$ cat src/rtl/sine_taylor_series_core_defines.svh
// Assertion macros for the sine series core.
// Needs clk and rst_n in the scope where a macro is used.
`ifndef SINE_TAYLOR_SERIES_CORE_DEFINES_SVH
`define SINE_TAYLOR_SERIES_CORE_DEFINES_SVH

// Same-cycle implication, checked at every clock edge outside reset.
`define STSC_ASSERT_NOW(lbl, ante, cons, msg) \
  lbl: assert property (@(posedge clk) disable iff (!rst_n) (ante) |-> (cons)) else $error(msg);

// Next-cycle implication, checked at every clock edge outside reset.
`define STSC_ASSERT_NEXT(lbl, ante, cons, msg) \
  lbl: assert property (@(posedge clk) disable iff (!rst_n) (ante) |=> (cons)) else $error(msg);

`endif

$ cat src/rtl/stsc_pkg.sv
// Shared widths, fixed-point constants and the stage bundle of the sine series core.
// No dependencies; every RTL module imports this package.
package stsc_pkg;

  // Port widths.
  localparam int ANGLE_W = 32;
  localparam int SINE_W  = 32;

  // Internal Q.40 format and the width of each quantity.
  localparam int FRAC_W    = 40;
  localparam int MAG_W     = 32;
  localparam int RED_SHIFT = 24;
  localparam int RW        = 43;
  localparam int R2W       = 46;
  localparam int TW        = 47;
  localparam int SW        = 50;

  // Range reduction: estimate quotient = (mag * RED_RCP) >> RCP_SHIFT.
  localparam int QE_W      = 14;
  localparam int RCP_SHIFT = 2 * MAG_W - RED_SHIFT - 8;

  localparam logic [63:0] PI_Q60     = 64'h3243_F6A8_885A_308D;
  localparam logic [63:0] TWO_PI_Q40 = ((PI_Q60 >> 18) + 64'd1) >> 1;
  localparam logic [63:0] RED_RECIP  = (64'd1 << (MAG_W + RED_SHIFT)) / TWO_PI_Q40;
  localparam logic [RW-1:0]   TWO_PI  = TWO_PI_Q40[RW-1:0];
  localparam logic [QE_W-1:0] RED_RCP = RED_RECIP[QE_W-1:0];

  // Split points of the partial-product multipliers.
  localparam int SQ_LO_W  = 22;
  localparam int SQ_HI_W  = RW - SQ_LO_W;
  localparam int T_LO_W   = 23;
  localparam int T_HI_W   = TW - T_LO_W;
  localparam int R2_LO_W  = 23;
  localparam int R2_HI_W  = R2W - R2_LO_W;

  // Digit-serial division of a term product by a small constant.
  localparam int PW   = 52;
  localparam int DW   = 13;
  localparam int NDIG = PW / DW;
  localparam int RMW  = 10;
  localparam int VW   = RMW + DW;

  // Output rounding from Q.40 to Q1.30.
  localparam int ROUND_SHIFT = FRAC_W - 30;
  localparam int ROUND_HALF  = 1 << (ROUND_SHIFT - 1);
  localparam logic [SINE_W-1:0] ONE_Q30 = 32'h4000_0000;

  // Bundle that travels down the series pipeline with each transaction.
  typedef struct packed {
    logic                  valid;
    logic                  neg;
    logic [R2W-1:0]        r2;
    logic signed [SW-1:0]  sum;
    logic [TW-1:0]         term;
  } stsc_beat_t;

endpackage

$ cat src/rtl/stsc_final.sv
// Back end: last accumulation, rounding to Q1.30, saturation and sign of the result.
// Depends on stsc_pkg.
module stsc_final
  import stsc_pkg::*;
#(
  parameter int N_TERMS = 10
)
(
  input  logic                     clk,
  input  logic                     rst_n,
  input  logic                     en,
  input  stsc_beat_t               beat_i,
  output logic                     fin_valid,
  output logic signed [SINE_W-1:0] fin_value
);

  localparam bit SUB_LAST = (N_TERMS % 2) == 1;
  localparam int QW       = SW - ROUND_SHIFT;

  logic [2:0]               vld_r;
  logic signed [SW-1:0]     t_s;
  logic signed [SW-1:0]     sum1_nxt, sum1_r;
  logic                     neg1_r;
  logic [SW-1:0]            sum_u;
  logic [SW-1:0]            rnd2_nxt, rnd2_r;
  logic                     nego2_r;
  logic [QW-1:0]            q3;
  logic                     over3;
  logic [SINE_W-1:0]        mag3;
  logic [SINE_W-1:0]        val3_nxt, val3_r;

  always_ff @(posedge clk) begin
    if (!rst_n) begin
      vld_r <= '0;
    end else if (en) begin
      vld_r <= {vld_r[1:0], beat_i.valid};
    end
  end

  // Stage 1: fold in the last term.
  always_comb begin
    t_s = signed'({{(SW - TW){1'b0}}, beat_i.term});
    if (SUB_LAST) begin
      sum1_nxt = beat_i.sum - t_s;
    end else begin
      sum1_nxt = beat_i.sum + t_s;
    end
  end

  // Stage 2: magnitude of the sum with half an output LSB added.
  assign sum_u    = sum1_r;
  assign rnd2_nxt = sum_u[SW-1] ? (SW'(ROUND_HALF) - sum_u) : (sum_u + SW'(ROUND_HALF));

  // Stage 3: drop to Q1.30, clip at one and apply the combined sign.
  always_comb begin
    q3       = rnd2_r[SW-1:ROUND_SHIFT];
    over3    = q3 > QW'(ONE_Q30);
    mag3     = over3 ? ONE_Q30 : q3[SINE_W-1:0];
    val3_nxt = nego2_r ? (SINE_W'(0) - mag3) : mag3;
  end

  always_ff @(posedge clk) begin
    if (en) begin
      sum1_r  <= sum1_nxt;
      neg1_r  <= beat_i.neg;
      rnd2_r  <= rnd2_nxt;
      nego2_r <= sum_u[SW-1] ^ neg1_r;
      val3_r  <= val3_nxt;
    end
  end

  assign fin_valid = vld_r[2];
  assign fin_value = val3_r;

endmodule

$ cat config.mk
export PLATFORM = sky130hd
export DESIGN_NAME = stsc_final
export DESIGN_NICKNAME = d
export VERILOG_FILES = /design/src/rtl/sine_taylor_series_core_defines.svh /design/src/rtl/stsc_pkg.sv /design/src/rtl/stsc_final.sv
export SDC_FILE = /design/constraint.sdc
export NUM_CORES = 1
export LEC_CHECK = 0
export ABC_CLOCK_PERIOD_IN_PS = 5500
export BUFFER_PORTS_ARGS = -buffer_cell sky130_fd_sc_hd__buf_4
export CAP_MARGIN = 15
export CELL_PAD_IN_SITES_DETAIL_PLACEMENT = 1
export CELL_PAD_IN_SITES_GLOBAL_PLACEMENT = 1
export CORE_MARGIN = 5
export CORE_UTILIZATION = 43
export CTS_CLUSTER_DIAMETER = 150
export DETAILED_ROUTE_END_ITERATION = 10
export PLACE_DENSITY = 0.88
export SETUP_SLACK_MARGIN = 0.02
export SYNTH_ARGS = -nofsm -noshare
export SYNTH_HDL_FRONTEND = slang
export SYNTH_SLANG_ARGS = --single-unit
$ cat constraint.sdc
create_clock -name clk -period 5.5 [get_ports clk]
set_clock_uncertainty 0.2 [all_clocks]
set_input_delay 0.825 -clock clk [delete_from_list [all_inputs] [get_ports clk]]
set_output_delay 0.825 -clock clk [all_outputs]
set_load 0.02 [all_outputs]
# ---- Yosys cells after proc, flatten, opt, wreduce, memory -nomap -nowiden
# Cells that the tools add are included.
dict set report word_totals {
  ff_bits 137
  input_bits 148
  out_inout_bits 33
  word_cells 15
}
dict set report classes {
  n_addsub 4
  order_cmp 1
  mux 3
  bitwise 1
}
# op count
set ops {}
lappend ops {{2-to-1 mux 32 bit} 2}
lappend ops {{adder 50 x 10 -> 50 bit, second input constant} 1}
lappend ops {{adder 50 x 48 -> 50 bit} 1}
lappend ops {{2-to-1 mux 50 bit} 1}
lappend ops {{subtractor 10 x 50 -> 50 bit, first input constant} 1}
lappend ops {{> comparator 40 x 31 -> 1 bit, second input constant} 1}
lappend ops {{subtractor 1 x 32 -> 32 bit, first input constant} 1}
lappend ops {{XOR 1 bit} 1}

# ---- Depth between registers and ports, before layout
dict set report logic_depth {
  word_depth 4
  ltp_mapped 16
  mapped_depth_nobuf 13
}

# ---- Worst setup path after synthesis
# Ideal clock, no wire load.
dict set report synth_path {
  path_type {reg-to-reg}
  from {register rnd2_r[13]}
  to {register val3_r[20], in the netlist fin_value[20] (data pin)}
  setup_ps 174
  arrival_time_ps 3547
  required_time_ps 5126
  path_slack_ps 1579
  path_stages_with_launch 17
  path_buffers 3
  cell_sequence {edfxtp_1 -> or4_1 -> nor4_1 -> nand4_1 -> a21oi_1 -> clkbuf_1 -> nand2_1 -> ha_1 -> nand2b_1 -> or3_1 -> clkbuf_1 -> nor2_1 -> a21oi_2 -> and2_1 -> buf_2 -> nor3_1 -> a311oi_1}
}
dict set report synth_via {
  elab_chain_len 4
}
# element line_no
set synth_rtl {}
lappend synth_rtl {{from (decl)} stsc_final.sv:25} ;# logic [SW-1:0] rnd2_nxt, rnd2_r;
lappend synth_rtl {{from (signal assigned)} stsc_final.sv:66} ;# rnd2_r <= rnd2_nxt;
lappend synth_rtl {{> comparator 40 x 31 -> 1 bit} stsc_final.sv:57} ;# over3 = q3 > QW'(ONE_Q30);
lappend synth_rtl {{2-to-1 mux 32 bit *} stsc_final.sv:58} ;# mag3 = over3 ? ONE_Q30 : q3[SINE_W-1:0];
lappend synth_rtl {{subtractor 1 x 32 -> 32 bit} stsc_final.sv:59} ;# val3_nxt = nego2_r ? (SINE_W'(0) - mag3) : mag3;
lappend synth_rtl {{2-to-1 mux 32 bit *} stsc_final.sv:59}
lappend synth_rtl {{named net val3_nxt[20]} stsc_final.sv:30} ;# logic [SINE_W-1:0] val3_nxt, val3_r;
lappend synth_rtl {{to (signal assigned)} stsc_final.sv:68} ;# val3_r <= val3_nxt;
lappend synth_rtl {{to (decl)} stsc_final.sv:30}
# The timed path passes the listed nets; every way through them passes the cells marked *.
# A chain may end at the register's enable or synchronous reset.

# ---- Worst setup path in the final report
# Same ends and word-level chain as after synthesis.

==> impl_results.md <==
* FFs w/ async S/R, synth at 0%
* Most frequent cell after synthesis: edfxtp_1
* Die Span X at 154 um
* Status: completed
* Placed inst area at 10100 um2
* Top post-synthesis cells by area: edfxtp_1 42%, ha_1 7.2%, xnor2_1 5.0%, xor2_1 4.7%, a21oi_1 3.9%
* # diodes at 0
* Final antenna-violating net count at 0
* Fillers at approximately 2400
* Clock transition at path regs at 0.06 ns
* Core Area at roughly 20000 um2
* Critical path type: reg2reg
* Detail Placement HPWL at roughly 18 mm
* Pwr/cell area at 304 nW/um2
* Sequential area share after synthesis at 42.6%
* Die footprint at 23600 um2
* Initial DRC Count at 405
* Syn Nets at about 1100
* Worst-margin pin slew at 1.12 ns
* Longest Clk Path Bufs at 2
* Max Cap Viol at 0
* Hold Buf Count CTS at 0
* Top cells by count, synth: 124 x edfxtp_1, 78 x nor2_1, 70 x nand2_1
* Max Freq at between 0.2 and 0.25 GHz
* Yosys top cell by area: edfxtp_1
* GR Overflow Total at 0
* Initial DRT Pass Iterations at 5
* Worst VDD drop at 203 uV
* Flops & latches, synth at roughly 130
* IO Pins at 181
* Top cell type's share of synthesized area at 41.9%
* Setup bufs post-CTS at 0
* Synth warn at 0
* First-pass GRT wire length at 39.6 mm
* CTS Root Cell: clkbuf_16
* CP arrival at 4.63 ns
* Critical Path Start Type: register
* RePlAce Congestion at 0.894
* Fin crit share at 83.6%
* R2r startpoint: rnd2_r[13]
* Post-synth EDFFs at 124
* Row cnt at 52
* Htree depth at 4
* Design area at 10700 um2
* Worst-path fanout max at 7
* Worst Hold Launch: vld_r[0]
* Post-synth top flop: edfxtp_1
* Min Hold Slack at about 0.32 ns
* Syn-to-layout area delta at 20.8%
* Worst Hold Class: reg2reg
* # DRC at 0
* Setup violations, final at 0
* Clock sinks at 127
* Multi-input gate area at ~5000 um2
* Total GRT Usage at 20.1%
* Post_cts resized at 0
* Largest net degree at the start of global routing at 88
* Worst Setup SP: rnd2_r[13]
* TritonCTS Buffers at 17
* Ratio of cells with drive above 1 in the final layout at 17.5%
* CP endpoint kind: register
* Setup TNS at 0 ns
* Cells after Synth at 917
* Cells along the critical path: or4_1 > nor4_1 > nand4_1 > a21oi_1 > nand2_1 > ha_1 > nand2b_1 > or3_1 > nor2_1 > a21oi_2 > and2_1 > nor3_1 > a311oi_1
* Avg Inst Size Synth at 9.68 um2
* Vias in the first global route at about 8000
* Routed len/inst at between 15 and 20 um
* Post-synth cell types at 66
* Post-layout util at between 50% and 60%
* Initial Util at between 40% and 50%
* Largest stage delay, worst path at 0.62 ns
* WL final at 23.8 mm
* Relative slew margins at 25.5%
* NumNets Final at 1242
* Initial antenna violation count at 0
* TritonCTS clock tree: done
* Cell area after synthesis at 8880 um2
* PortBufs at 134
* RSZ-0062 raised after global routing: no
* Via count at 7569
* Worst-skew pair later-pin latency at 0.41 ns
* Chip height at 154 um
* Max-slew violations at 0
* Leak at 0.00412 uW
* WP data required at 5.53 ns
* Routed vias/inst at 5.71
* Crit-path slowest cell: nor4_1
* Area of all sequential standard cells at 3780 um2
* Final hold violations at 0
* Clock period minus worst slack at ~4.6 ns
==> placed cells by master, fill, tap and decap left out, drive strengths merged, types with 14 or more instances in the layout <==
cell type,instances
a21oi,70
o21ai,62
nor2,78
nand3,26
buf,137
xor2,48
o31ai,14
or3,21
ha,51
inv,23
clkbuf,18
edfxtp,124
xnor2,51
nor3,26
a21o,22
nand2,70
nand4,15
==> registers in the layout, summed over array words and instances, names as in the netlist <==
| name | count |
|---|---|
| neg1_r | 1 |
| nego2_r | 1 |
| fin_value | 32 |
| sum1_r | 50 |
| vld_r | 3 |
| rnd2_r | 40 |
==> kinds of logic (layout without fill, tap and decap cells) <==
logic type / Yosys count / count (layout) / synth area share [%]
flops: 127 / 127 / 42.6
xor+xnor: 99 / 99 / 9.76
compound gates: 269 / 269 / 19.7
fa+ha+maj: 52 / 52 / 7.41
simple gates: 311 / 311 / 17.6
buf+inv: 54 / 192 / 2.35
mux: 5 / 5 / 0.578
==> critical path: cells and delay by family, from the launching register on <==
family / cells / cell delay, ns
fa+ha+maj: 1 / 0.34
compound gates: 3 / 0.87
simple gates: 9 / 2.53
flops: 1 / 0.48
==> worst paths after layout <==
kind | endpoint | slack, ns | depth (start not counted)
max | fin_value[20] | 0.90 | 13
min | vld_r[1] | 0.32 | 2
max reg2reg | fin_value[20] | 0.90 | 13
min reg2reg | vld_r[1] | 0.32 | 2
==> per-stage QoR <==
step,instances,worst slack [ns],total power [uW]
after floorplan,917,1.58,1840
after global placement,1293,1.15,2070
after detailed placement,1293,0.953,2120
after CTS,1325,0.901,3280
after global routing,1325,0.482,3430
final,1325,0.903,3260
==> power breakdown <==
group | internal, uW | switching [uW]
clock network | 748 | 395
logic | 315 | 410
registers | 1240 | 151
total | 2310 | 956
==> routing by layer <==
| metal | wire (um) | share of wire, % | GRT usage (%) |
|---|---|---|---|
| met1 | 10500 | 44 | 25.7 |
| met2 | 12000 | 50 | 36.0 |
| met3 | 883 | 3.7 | 2.47 |
| met4 | 362 | 1.5 | 5.51 |
| met5 | 0 | 0 | 0 |
==> cell type report <==
type / instances / area share (%)
flip-flops and latches: 127 / 35.3
multi-input cells: 736 / 45.6
clock buffers: 18 / 4.00
inverters: 23 / 0.805
clock inverters: 14 / 1.61
repair buffers: 137 / 9.59
well taps: 270 / 3.15
Power figures use the tool's default switching activity.
