[config.mk]
export PLATFORM = sky130hd
export DESIGN_NAME = stsc_reduce
export DESIGN_NICKNAME = d
export VERILOG_FILES = /design/src/rtl/sine_taylor_series_core_defines.svh /design/src/rtl/stsc_pkg.sv /design/src/rtl/stsc_reduce.sv
export SDC_FILE = /design/constraint.sdc
export NUM_CORES = 2
export LEC_CHECK = 0
export ABC_AREA = 1
export BUFFER_PORTS_ARGS = -buffer_cell sky130_fd_sc_hd__buf_2
export CORE_MARGIN = 2
export CORE_UTILIZATION = 55
export CTS_BUF_LIST = sky130_fd_sc_hd__clkbuf_4
export CTS_CLUSTER_DIAMETER = 100
export DETAILED_ROUTE_END_ITERATION = 10
export MAX_ROUTING_LAYER = met4
export PLACE_DENSITY = 0.71
export SLEW_MARGIN = 25
export SYNTH_ARGS = -nofsm -noshare
export SYNTH_HDL_FRONTEND = slang
export SYNTH_SLANG_ARGS = --single-unit
[constraint.sdc]
create_clock -name clk -period 14.7 [get_ports clk]
set_input_delay 0.735 -clock clk [delete_from_list [all_inputs] [get_ports clk]]
set_output_delay 0.735 -clock clk [all_outputs]
set_load 0.005 [all_outputs]
[src/rtl/sine_taylor_series_core_defines.svh]
// Assertion macros for the sine series core.
// Needs clk and rst_n in the scope where a macro is used.
`ifndef SINE_TAYLOR_SERIES_CORE_DEFINES_SVH
`define SINE_TAYLOR_SERIES_CORE_DEFINES_SVH

// Same-cycle implication, checked at every clock edge outside reset.
`define STSC_ASSERT_NOW(lbl, ante, cons, msg) \
  lbl: assert property (@(posedge clk) disable iff (!rst_n) (ante) |-> (cons)) else $error(msg);

// Next-cycle implication, checked at every clock edge outside reset.
`define STSC_ASSERT_NEXT(lbl, ante, cons, msg) \
  lbl: assert property (@(posedge clk) disable iff (!rst_n) (ante) |=> (cons)) else $error(msg);

`endif

[src/rtl/stsc_pkg.sv]
// Shared widths, fixed-point constants and the stage bundle of the sine series core.
// No dependencies; every RTL module imports this package.
package stsc_pkg;

  // Port widths.
  localparam int ANGLE_W = 32;
  localparam int SINE_W  = 32;

  // Internal Q.40 format and the width of each quantity.
  localparam int FRAC_W    = 40;
  localparam int MAG_W     = 32;
  localparam int RED_SHIFT = 24;
  localparam int RW        = 43;
  localparam int R2W       = 46;
  localparam int TW        = 47;
  localparam int SW        = 50;

  // Range reduction: estimate quotient = (mag * RED_RCP) >> RCP_SHIFT.
  localparam int QE_W      = 14;
  localparam int RCP_SHIFT = 2 * MAG_W - RED_SHIFT - 8;

  localparam logic [63:0] PI_Q60     = 64'h3243_F6A8_885A_308D;
  localparam logic [63:0] TWO_PI_Q40 = ((PI_Q60 >> 18) + 64'd1) >> 1;
  localparam logic [63:0] RED_RECIP  = (64'd1 << (MAG_W + RED_SHIFT)) / TWO_PI_Q40;
  localparam logic [RW-1:0]   TWO_PI  = TWO_PI_Q40[RW-1:0];
  localparam logic [QE_W-1:0] RED_RCP = RED_RECIP[QE_W-1:0];

  // Split points of the partial-product multipliers.
  localparam int SQ_LO_W  = 22;
  localparam int SQ_HI_W  = RW - SQ_LO_W;
  localparam int T_LO_W   = 23;
  localparam int T_HI_W   = TW - T_LO_W;
  localparam int R2_LO_W  = 23;
  localparam int R2_HI_W  = R2W - R2_LO_W;

  // Digit-serial division of a term product by a small constant.
  localparam int PW   = 52;
  localparam int DW   = 13;
  localparam int NDIG = PW / DW;
  localparam int RMW  = 10;
  localparam int VW   = RMW + DW;

  // Output rounding from Q.40 to Q1.30.
  localparam int ROUND_SHIFT = FRAC_W - 30;
  localparam int ROUND_HALF  = 1 << (ROUND_SHIFT - 1);
  localparam logic [SINE_W-1:0] ONE_Q30 = 32'h4000_0000;

  // Bundle that travels down the series pipeline with each transaction.
  typedef struct packed {
    logic                  valid;
    logic                  neg;
    logic [R2W-1:0]        r2;
    logic signed [SW-1:0]  sum;
    logic [TW-1:0]         term;
  } stsc_beat_t;

endpackage

[src/rtl/stsc_reduce.sv]
// Front end: angle magnitude, reduction modulo two pi and the square of the reduced angle.
// Depends on stsc_pkg.
module stsc_reduce
  import stsc_pkg::*;
(
  input  logic                      clk,
  input  logic                      rst_n,
  input  logic                      en,
  input  logic                      in_valid,
  input  logic signed [ANGLE_W-1:0] in_angle,
  output stsc_beat_t                beat_o
);

  localparam int RCP_PW = MAG_W + QE_W;
  localparam int DIFF_W = QE_W + RW + 1;
  localparam int SQ_W   = 2 * RW;
  localparam int NSTG   = 6;

  logic [NSTG-1:0] vld_r;

  logic [MAG_W-1:0]        ang_u;
  logic [MAG_W-1:0]        mag1_nxt, mag1_r, mag2_r, mag3_r;
  logic                    neg1_r, neg2_r, neg3_r, neg4_r, neg5_r, neg6_r;
  logic [RCP_PW-1:0]       rcp_prod;
  logic [QE_W-1:0]         qe2_nxt, qe2_r;
  logic [QE_W+RW-1:0]      prod3_nxt, prod3_r;
  logic [DIFF_W-1:0]       x_ext, diff1, diff2;
  logic [RW-1:0]           r4_nxt, r4_r, r5_r, r6_r;
  logic [SQ_LO_W-1:0]      sq_lo;
  logic [SQ_HI_W-1:0]      sq_hi;
  logic [2*SQ_HI_W-1:0]    pp_hh_nxt, pp_hh_r;
  logic [SQ_HI_W+SQ_LO_W-1:0] pp_hl_nxt, pp_hl_r;
  logic [2*SQ_LO_W-1:0]    pp_ll_nxt, pp_ll_r;
  logic [SQ_W-1:0]         sq_full;
  logic [R2W-1:0]          r2_6_nxt, r2_6_r;

  // Valid bits move with the data whenever the pipeline advances.
  always_ff @(posedge clk) begin
    if (!rst_n) begin
      vld_r <= '0;
    end else if (en) begin
      vld_r <= {vld_r[NSTG-2:0], in_valid};
    end
  end

  // Stage 1: magnitude of the angle; the most negative angle maps to 2^31 exactly.
  assign ang_u    = in_angle;
  assign mag1_nxt = ang_u[MAG_W-1] ? (~ang_u + 1'b1) : ang_u;

  // Stage 2: quotient estimate by reciprocal multiply, low by at most one.
  assign rcp_prod = mag1_r * RED_RCP;
  assign qe2_nxt  = rcp_prod[RCP_SHIFT +: QE_W];

  // Stage 3: estimated multiple of two pi.
  assign prod3_nxt = qe2_r * TWO_PI;

  // Stage 4: remainder, with one correction when the estimate was one short.
  always_comb begin
    x_ext  = DIFF_W'({mag3_r, {RED_SHIFT{1'b0}}});
    diff1  = x_ext - DIFF_W'(prod3_r);
    diff2  = x_ext - DIFF_W'(prod3_r) - DIFF_W'(TWO_PI);
    r4_nxt = diff2[DIFF_W-1] ? diff1[RW-1:0] : diff2[RW-1:0];
  end

  // Stage 5: partial products of the square.
  assign sq_lo     = r4_r[SQ_LO_W-1:0];
  assign sq_hi     = r4_r[RW-1:SQ_LO_W];
  assign pp_hh_nxt = sq_hi * sq_hi;
  assign pp_hl_nxt = sq_hi * sq_lo;
  assign pp_ll_nxt = sq_lo * sq_lo;

  // Stage 6: sum of the partial products, truncated back to Q.40.
  assign sq_full = (SQ_W'(pp_hh_r) << (2 * SQ_LO_W)) +
                   (SQ_W'(pp_hl_r) << (SQ_LO_W + 1)) +
                   SQ_W'(pp_ll_r);
  assign r2_6_nxt = sq_full[FRAC_W +: R2W];

  // Payload registers.
  always_ff @(posedge clk) begin
    if (en) begin
      mag1_r  <= mag1_nxt;
      neg1_r  <= ang_u[MAG_W-1];
      mag2_r  <= mag1_r;
      neg2_r  <= neg1_r;
      qe2_r   <= qe2_nxt;
      mag3_r  <= mag2_r;
      neg3_r  <= neg2_r;
      prod3_r <= prod3_nxt;
      r4_r    <= r4_nxt;
      neg4_r  <= neg3_r;
      r5_r    <= r4_r;
      neg5_r  <= neg4_r;
      pp_hh_r <= pp_hh_nxt;
      pp_hl_r <= pp_hl_nxt;
      pp_ll_r <= pp_ll_nxt;
      r6_r    <= r5_r;
      neg6_r  <= neg5_r;
      r2_6_r  <= r2_6_nxt;
    end
  end

  // The leading term of the series is the reduced angle itself.
  always_comb begin
    beat_o.valid = vld_r[NSTG-1];
    beat_o.neg   = neg6_r;
    beat_o.r2    = r2_6_r;
    beat_o.sum   = '0;
    beat_o.term  = TW'(r6_r);
  end

endmodule

## Word-level counts from Yosys, hierarchy flattened

Index checks and enable logic that the tools add are counted.

- Input port bits: 36
- Logic and storage cells: 33
- Output and inout port bits: 145
- Register bits after elaboration: 483

- Bitwise logic cells: 1
- Multipliers: 5
- Muxes and demuxes: 2
- $add $sub $neg: 5

Operator list:

| operator | number |
|---|---|
| 86-bit by 44-bit adder with 86-bit output | 1 |
| 86-bit by 66-bit adder with 86-bit output | 1 |
| 56-bit by 57-bit subtractor with 58-bit output | 1 |
| 58-bit by 43-bit subtractor with 58-bit output (second input constant) | 1 |
| 14-bit by 43-bit multiplier with 57-bit output (second input constant) | 1 |
| 32-bit by 13-bit multiplier with 45-bit output (second input constant) | 1 |
| 22-bit by 22-bit multiplier with 44-bit output | 1 |
| 21-bit by 22-bit multiplier with 43-bit output | 1 |
| 43-bit 2-to-1 mux | 1 |
| 21-bit by 21-bit multiplier with 42-bit output | 1 |
| 32-bit by 1-bit adder with 32-bit output (second input constant) | 1 |
| 32-bit NOT | 1 |
| 31-bit 2-to-1 mux | 1 |

## Longest topological paths before layout

- Depth in word-level cells: 3
- Depth in mapped cells: 31

## Least setup slack after synthesis

Ideal clock, no wire load.

- Path kind: register to register
- From: register r4_r[16]
- To: register pp_ll_r[39], data pin
- Cell stages (with the launch flop): 29
- Data required time: 14.441 ns
- Data arrival time: 6.465 ns
- Setup time: 0.259 ns
- Path slack: 7.976 ns
- Clock period less this slack: 6.724 ns
- Cells stage by stage: edfxtp_1 clkbuf_1 clkbuf_1 buf_1 nand2_1 fa_1 inv_1 fa_1 inv_1 fa_1 inv_1 fa_1 fa_1 fa_1 inv_1 fa_1 inv_1 ha_1 nand2_1 nor2_1 inv_1 nor2_1 inv_1 o21ai_0 a31oi_1 o21ai_0 nand2_1 nand2_1 xor2_1

- Cells in the longest elaborated chain, start to end: 1

Ends and longest elaborated chain:

| element | line | text |
|---|---|---|
| start: declaration | stsc_reduce.sv:28 | `logic [RW-1:0] r4_nxt, r4_r, r5_r, r6_r;` |
| start signal: assignment | stsc_reduce.sv:89 | `r4_r <= r4_nxt;` |
| 22-bit by 22-bit multiplier with 44-bit output | stsc_reduce.sv:70 | `assign pp_ll_nxt = sq_lo * sq_lo;` |
| via pp_ll_nxt[39] | stsc_reduce.sv:33 | `logic [2*SQ_LO_W-1:0] pp_ll_nxt, pp_ll_r;` |
| end signal: assignment | stsc_reduce.sv:95 | `pp_ll_r <= pp_ll_nxt;` |
| end: declaration | stsc_reduce.sv:33 |  |

The timed path passes the listed nets, and every way through them passes these cells.
A chain may end at the register's enable or synchronous reset.

## Worst setup path after layout

- From: register r4_r[5]
- To: register pp_hl_r[36], data pin

- Cells in the longest elaborated chain, start to end: 1

Ends and longest elaborated chain:

| element | line | text |
|---|---|---|
| 21-bit by 22-bit multiplier with 43-bit output | stsc_reduce.sv:69 | `assign pp_hl_nxt = sq_hi * sq_lo;` |
| via pp_hl_nxt[36] | stsc_reduce.sv:32 | `logic [SQ_HI_W+SQ_LO_W-1:0] pp_hl_nxt, pp_hl_r;` |
| end signal: assignment | stsc_reduce.sv:94 | `pp_hl_r <= pp_hl_nxt;` |
| end: declaration | stsc_reduce.sv:32 |  |

The timed path passes the listed nets, and every way through them passes these cells.

==> out/metrics.csv <==
metric,value,unit
grt ovf,0,
maxcap violations,0,
DRT Wirelength,212000,um
CP Capture Type,register,
Worst Setup SP,r4_r[5],
commonest cells in the netlist,"2,702 x inv_1, 1,923 x nand2_1, 1,356 x fa_1",
Mapped Cells,9626,
"Seq/Total Area, Yosys",16.7,%
skew final,0.103,ns
Worst path slowest cell,edfxtp_1,
"Distinct cells, synth",58,
I/O Buffers,126,
ys async rst share,0,%
total CTS buffers,134,
Clock Pin Slew Worst Setup and Hold Paths,0.07,ns
Synth Register Bits,458,
max-slew violations,0,
vias,61800,
Setup TNS Final,0,ns
outcome,completed,
postcts setup bufs,0,
first-pass GRT wire length,339000,um
Iter 0 DRT Violations,3793,
final hold vios,0,
Placed Area,0.0844,mm^2
"area leader, netlist",fa_1,
critical path class,reg -> reg,
# setup viols final,0,
Antenna Nets Post-Route,0,
mux contribution to synthesized area,0.0137,%
most frequent cell after synthesis,inv_1,
critical-path cell list,buf_4 > nand2_1 > fa_1 > inv_1 > fa_1 > inv_1 > fa_1 > inv_1 > fa_1 > fa_1 > fa_1 > inv_1 > fa_1 > inv_1 > ha_1 > nand2_1 > nor2_1 > inv_1 > o211ai_1 > a21oi_1 > o21ai_0 > a21oi_1 > o21ai_0 > xor2_1,
WL per Instance,17.9,um
worst r2r path cells,24,
Worst Path Required,15.62,ns
Syn Area/Cell,8.53,um^2
RR Startpoint,r4_r[5],
RSZ-0062 raised after global routing,no,
Initial Util,55.4,%
Die Width,390,um
most frequent CP cell,fa_1,
Initial DRT Pass Iterations,8,
hold depth,2,
CTS tree,done,
predominant post-synthesis flop cell,edfxtp_1,
area of the multi-input gates,0.0570,mm^2
biggest cell delay along the critical path,1.05,ns
Register Area,0.0137,mm^2
critical path depth in cells,24,
FMAX,0.129,GHz
drt via density,5.25,
fill cell count,13200,
Synth Area in Compound Gates,5.42,%
gr usage total,29.3,%
pin count of the biggest net entering global routing,88,
core area,0.148,mm^2
largest fanout on the critical path,25,
Die Y,390,um
CP Data Arrival Time,8.67,ns
die area,0.152,mm^2
Synth Area in Simple Gates,13.6,%
top post-synthesis cells by area,"fa_1 33%, edfxtp_1 17%, ha_1 14%",
"delay-heaviest family, CP",adder cells,
Area Growth Syn to Fin,5.58,%
routability-driven placement congestion ratio,0.954,
Post-Synth XOR/XNOR Area,3.37,%
largest family of logic cells by synthesized area,adder cells,
vias in the first global route,65000,
Post-route DRC,0,
fin crit share,52.8,%
slew margin rel.,25.1,%
H-tree depth reported by CTS,4,
clock root buffer,clkbuf_4,
nets,12000,
WHS,0.332,ns
Hold Crit Start,in_angle[0],
hpwl dp,169000,um
worst skew pair latency,1.19,ns
clk sinks,458,
Cell Rows,141,
Hold Crit Class,in -> reg,
crit path buf inv count,7,
Post-synth EDFFs,452,
final instance area,0.0866,mm^2
"Cell Area, Synth",0.0821,mm^2
Longest Clk Path Bufs,3,
adder-cell share of the synthesized area,46.8,%
top cell type's share of synthesized area,33.1,%
share of cells above drive strength 1,4.70,%
startpoint types,register,
Least-Margin Pin Slew,1.12,ns
I/O pins,181,
initial antenna violation count,8,
Yosys Warn Count,0,
min cycle time layout,7.76,ns
==> placed cells by master (no fill, tap or decap), types with 7 or more instances in the layout <==
master / netlist / final
inv_1: 2702 / 2702
nand2_1: 1923 / 1923
fa_1: 1356 / 1356
ha_1: 900 / 900
nor2_1: 511 / 511
edfxtp_1: 452 / 452
a21oi_1: 370 / 370
xor2_1: 209 / 209
o21ai_0: 202 / 202
nand3_1: 178 / 178
clkbuf_4: 0 / 175
buf_2: 8 / 125
xnor2_1: 104 / 104
a31oi_1: 78 / 78
nor3_1: 62 / 62
buf_4: 56 / 56
conb_1: 1 / 54
dlygate4sd3_1: 0 / 50
nand4_1: 46 / 46
o21a_1: 25 / 25
a21o_1: 21 / 21
nor2_2: 18 / 18
o21bai_1: 17 / 17
clkinv_1: 0 / 17
clkinv_2: 0 / 17
nand2_2: 15 / 15
diode_2: 0 / 14
o211ai_1: 13 / 13
nor4_1: 13 / 13
a21boi_0: 12 / 12
o221ai_1: 12 / 12
inv_2: 12 / 12
or2_2: 10 / 10
o31ai_1: 9 / 9
o2111ai_1: 8 / 8
nand3b_1: 7 / 7
==> state kept, by name, summed over array words and instances, names as in the netlist, 6 cells and up <==
name	count
mag1_r	32
mag2_r	32
mag3_r	32
pp_hh_r	40
pp_hl_r	43
pp_ll_r	21
prod3_r	57
qe2_r	14
r2_6_r	46
r4_r	43
r5_r	43
r6_r	43
vld_r	6
==> kinds of logic (layout without fill, tap and decap cells) <==
group	Yosys count	after routing
other cells	1	68
buf+inv	3006	3172
fa+ha+maj	2256	2256
mux	1	1
simple gates	2800	2800
xor+xnor	314	314
compound gates	790	790
flops	458	458
==> path summary, 6_finish.rpt <==
| kind | to | slack [ns] |
|---|---|---|
| worst max-delay path | pp_hl_r[36] | 6.94 |
| worst min-delay path | mag1_r[0] | 0.33 |
| worst max register to register | pp_hl_r[36] | 6.94 |
| worst min register to register | r6_r[40] | 0.41 |
==> stage by stage <==
| step | worst slack [ns] | std cells | util, % |
|---|---|---|---|
| after floorplan | 7.98 | 9679 | - |
| after global placement | 6.95 | 11500 | 57.0 |
| after detailed placement | 6.86 | 11500 | 57.0 |
| after CTS | 6.90 | 11800 | 58.5 |
| after global routing | 6.55 | 11800 | 58.5 |
| final | 6.94 | 11800 | 58.5 |
==> layout make-up <==
class | count | share of cell area, %
diodes | 14 | 0.0404
multi-input cells | 6215 | 65.8
clock inverters | 51 | 0.462
inverters | 2714 | 11.8
flip-flops and latches | 458 | 15.8
repair buffers | 232 | 1.80
clock buffers | 175 | 1.52
well taps | 1930 | 2.79
==> layer usage <==
metal	wire length, um	global-route usage, %	up-vias
met5	0	-	-
met1	87000	36.5	30400
li1	-	-	29100
met2	104000	48.9	1940
met4	7360	9.94	0
met3	13100	4.49	438
==> repair_timing <==
item / in CTS / in global routing
hold buffers: 50 / 0
endpoints found under the hold margin: 73 / 0
resized for setup: 0 / 0
Power is not shown: default switching activity piles up to over one toggle a cycle in this logic, so the estimate is an artifact.
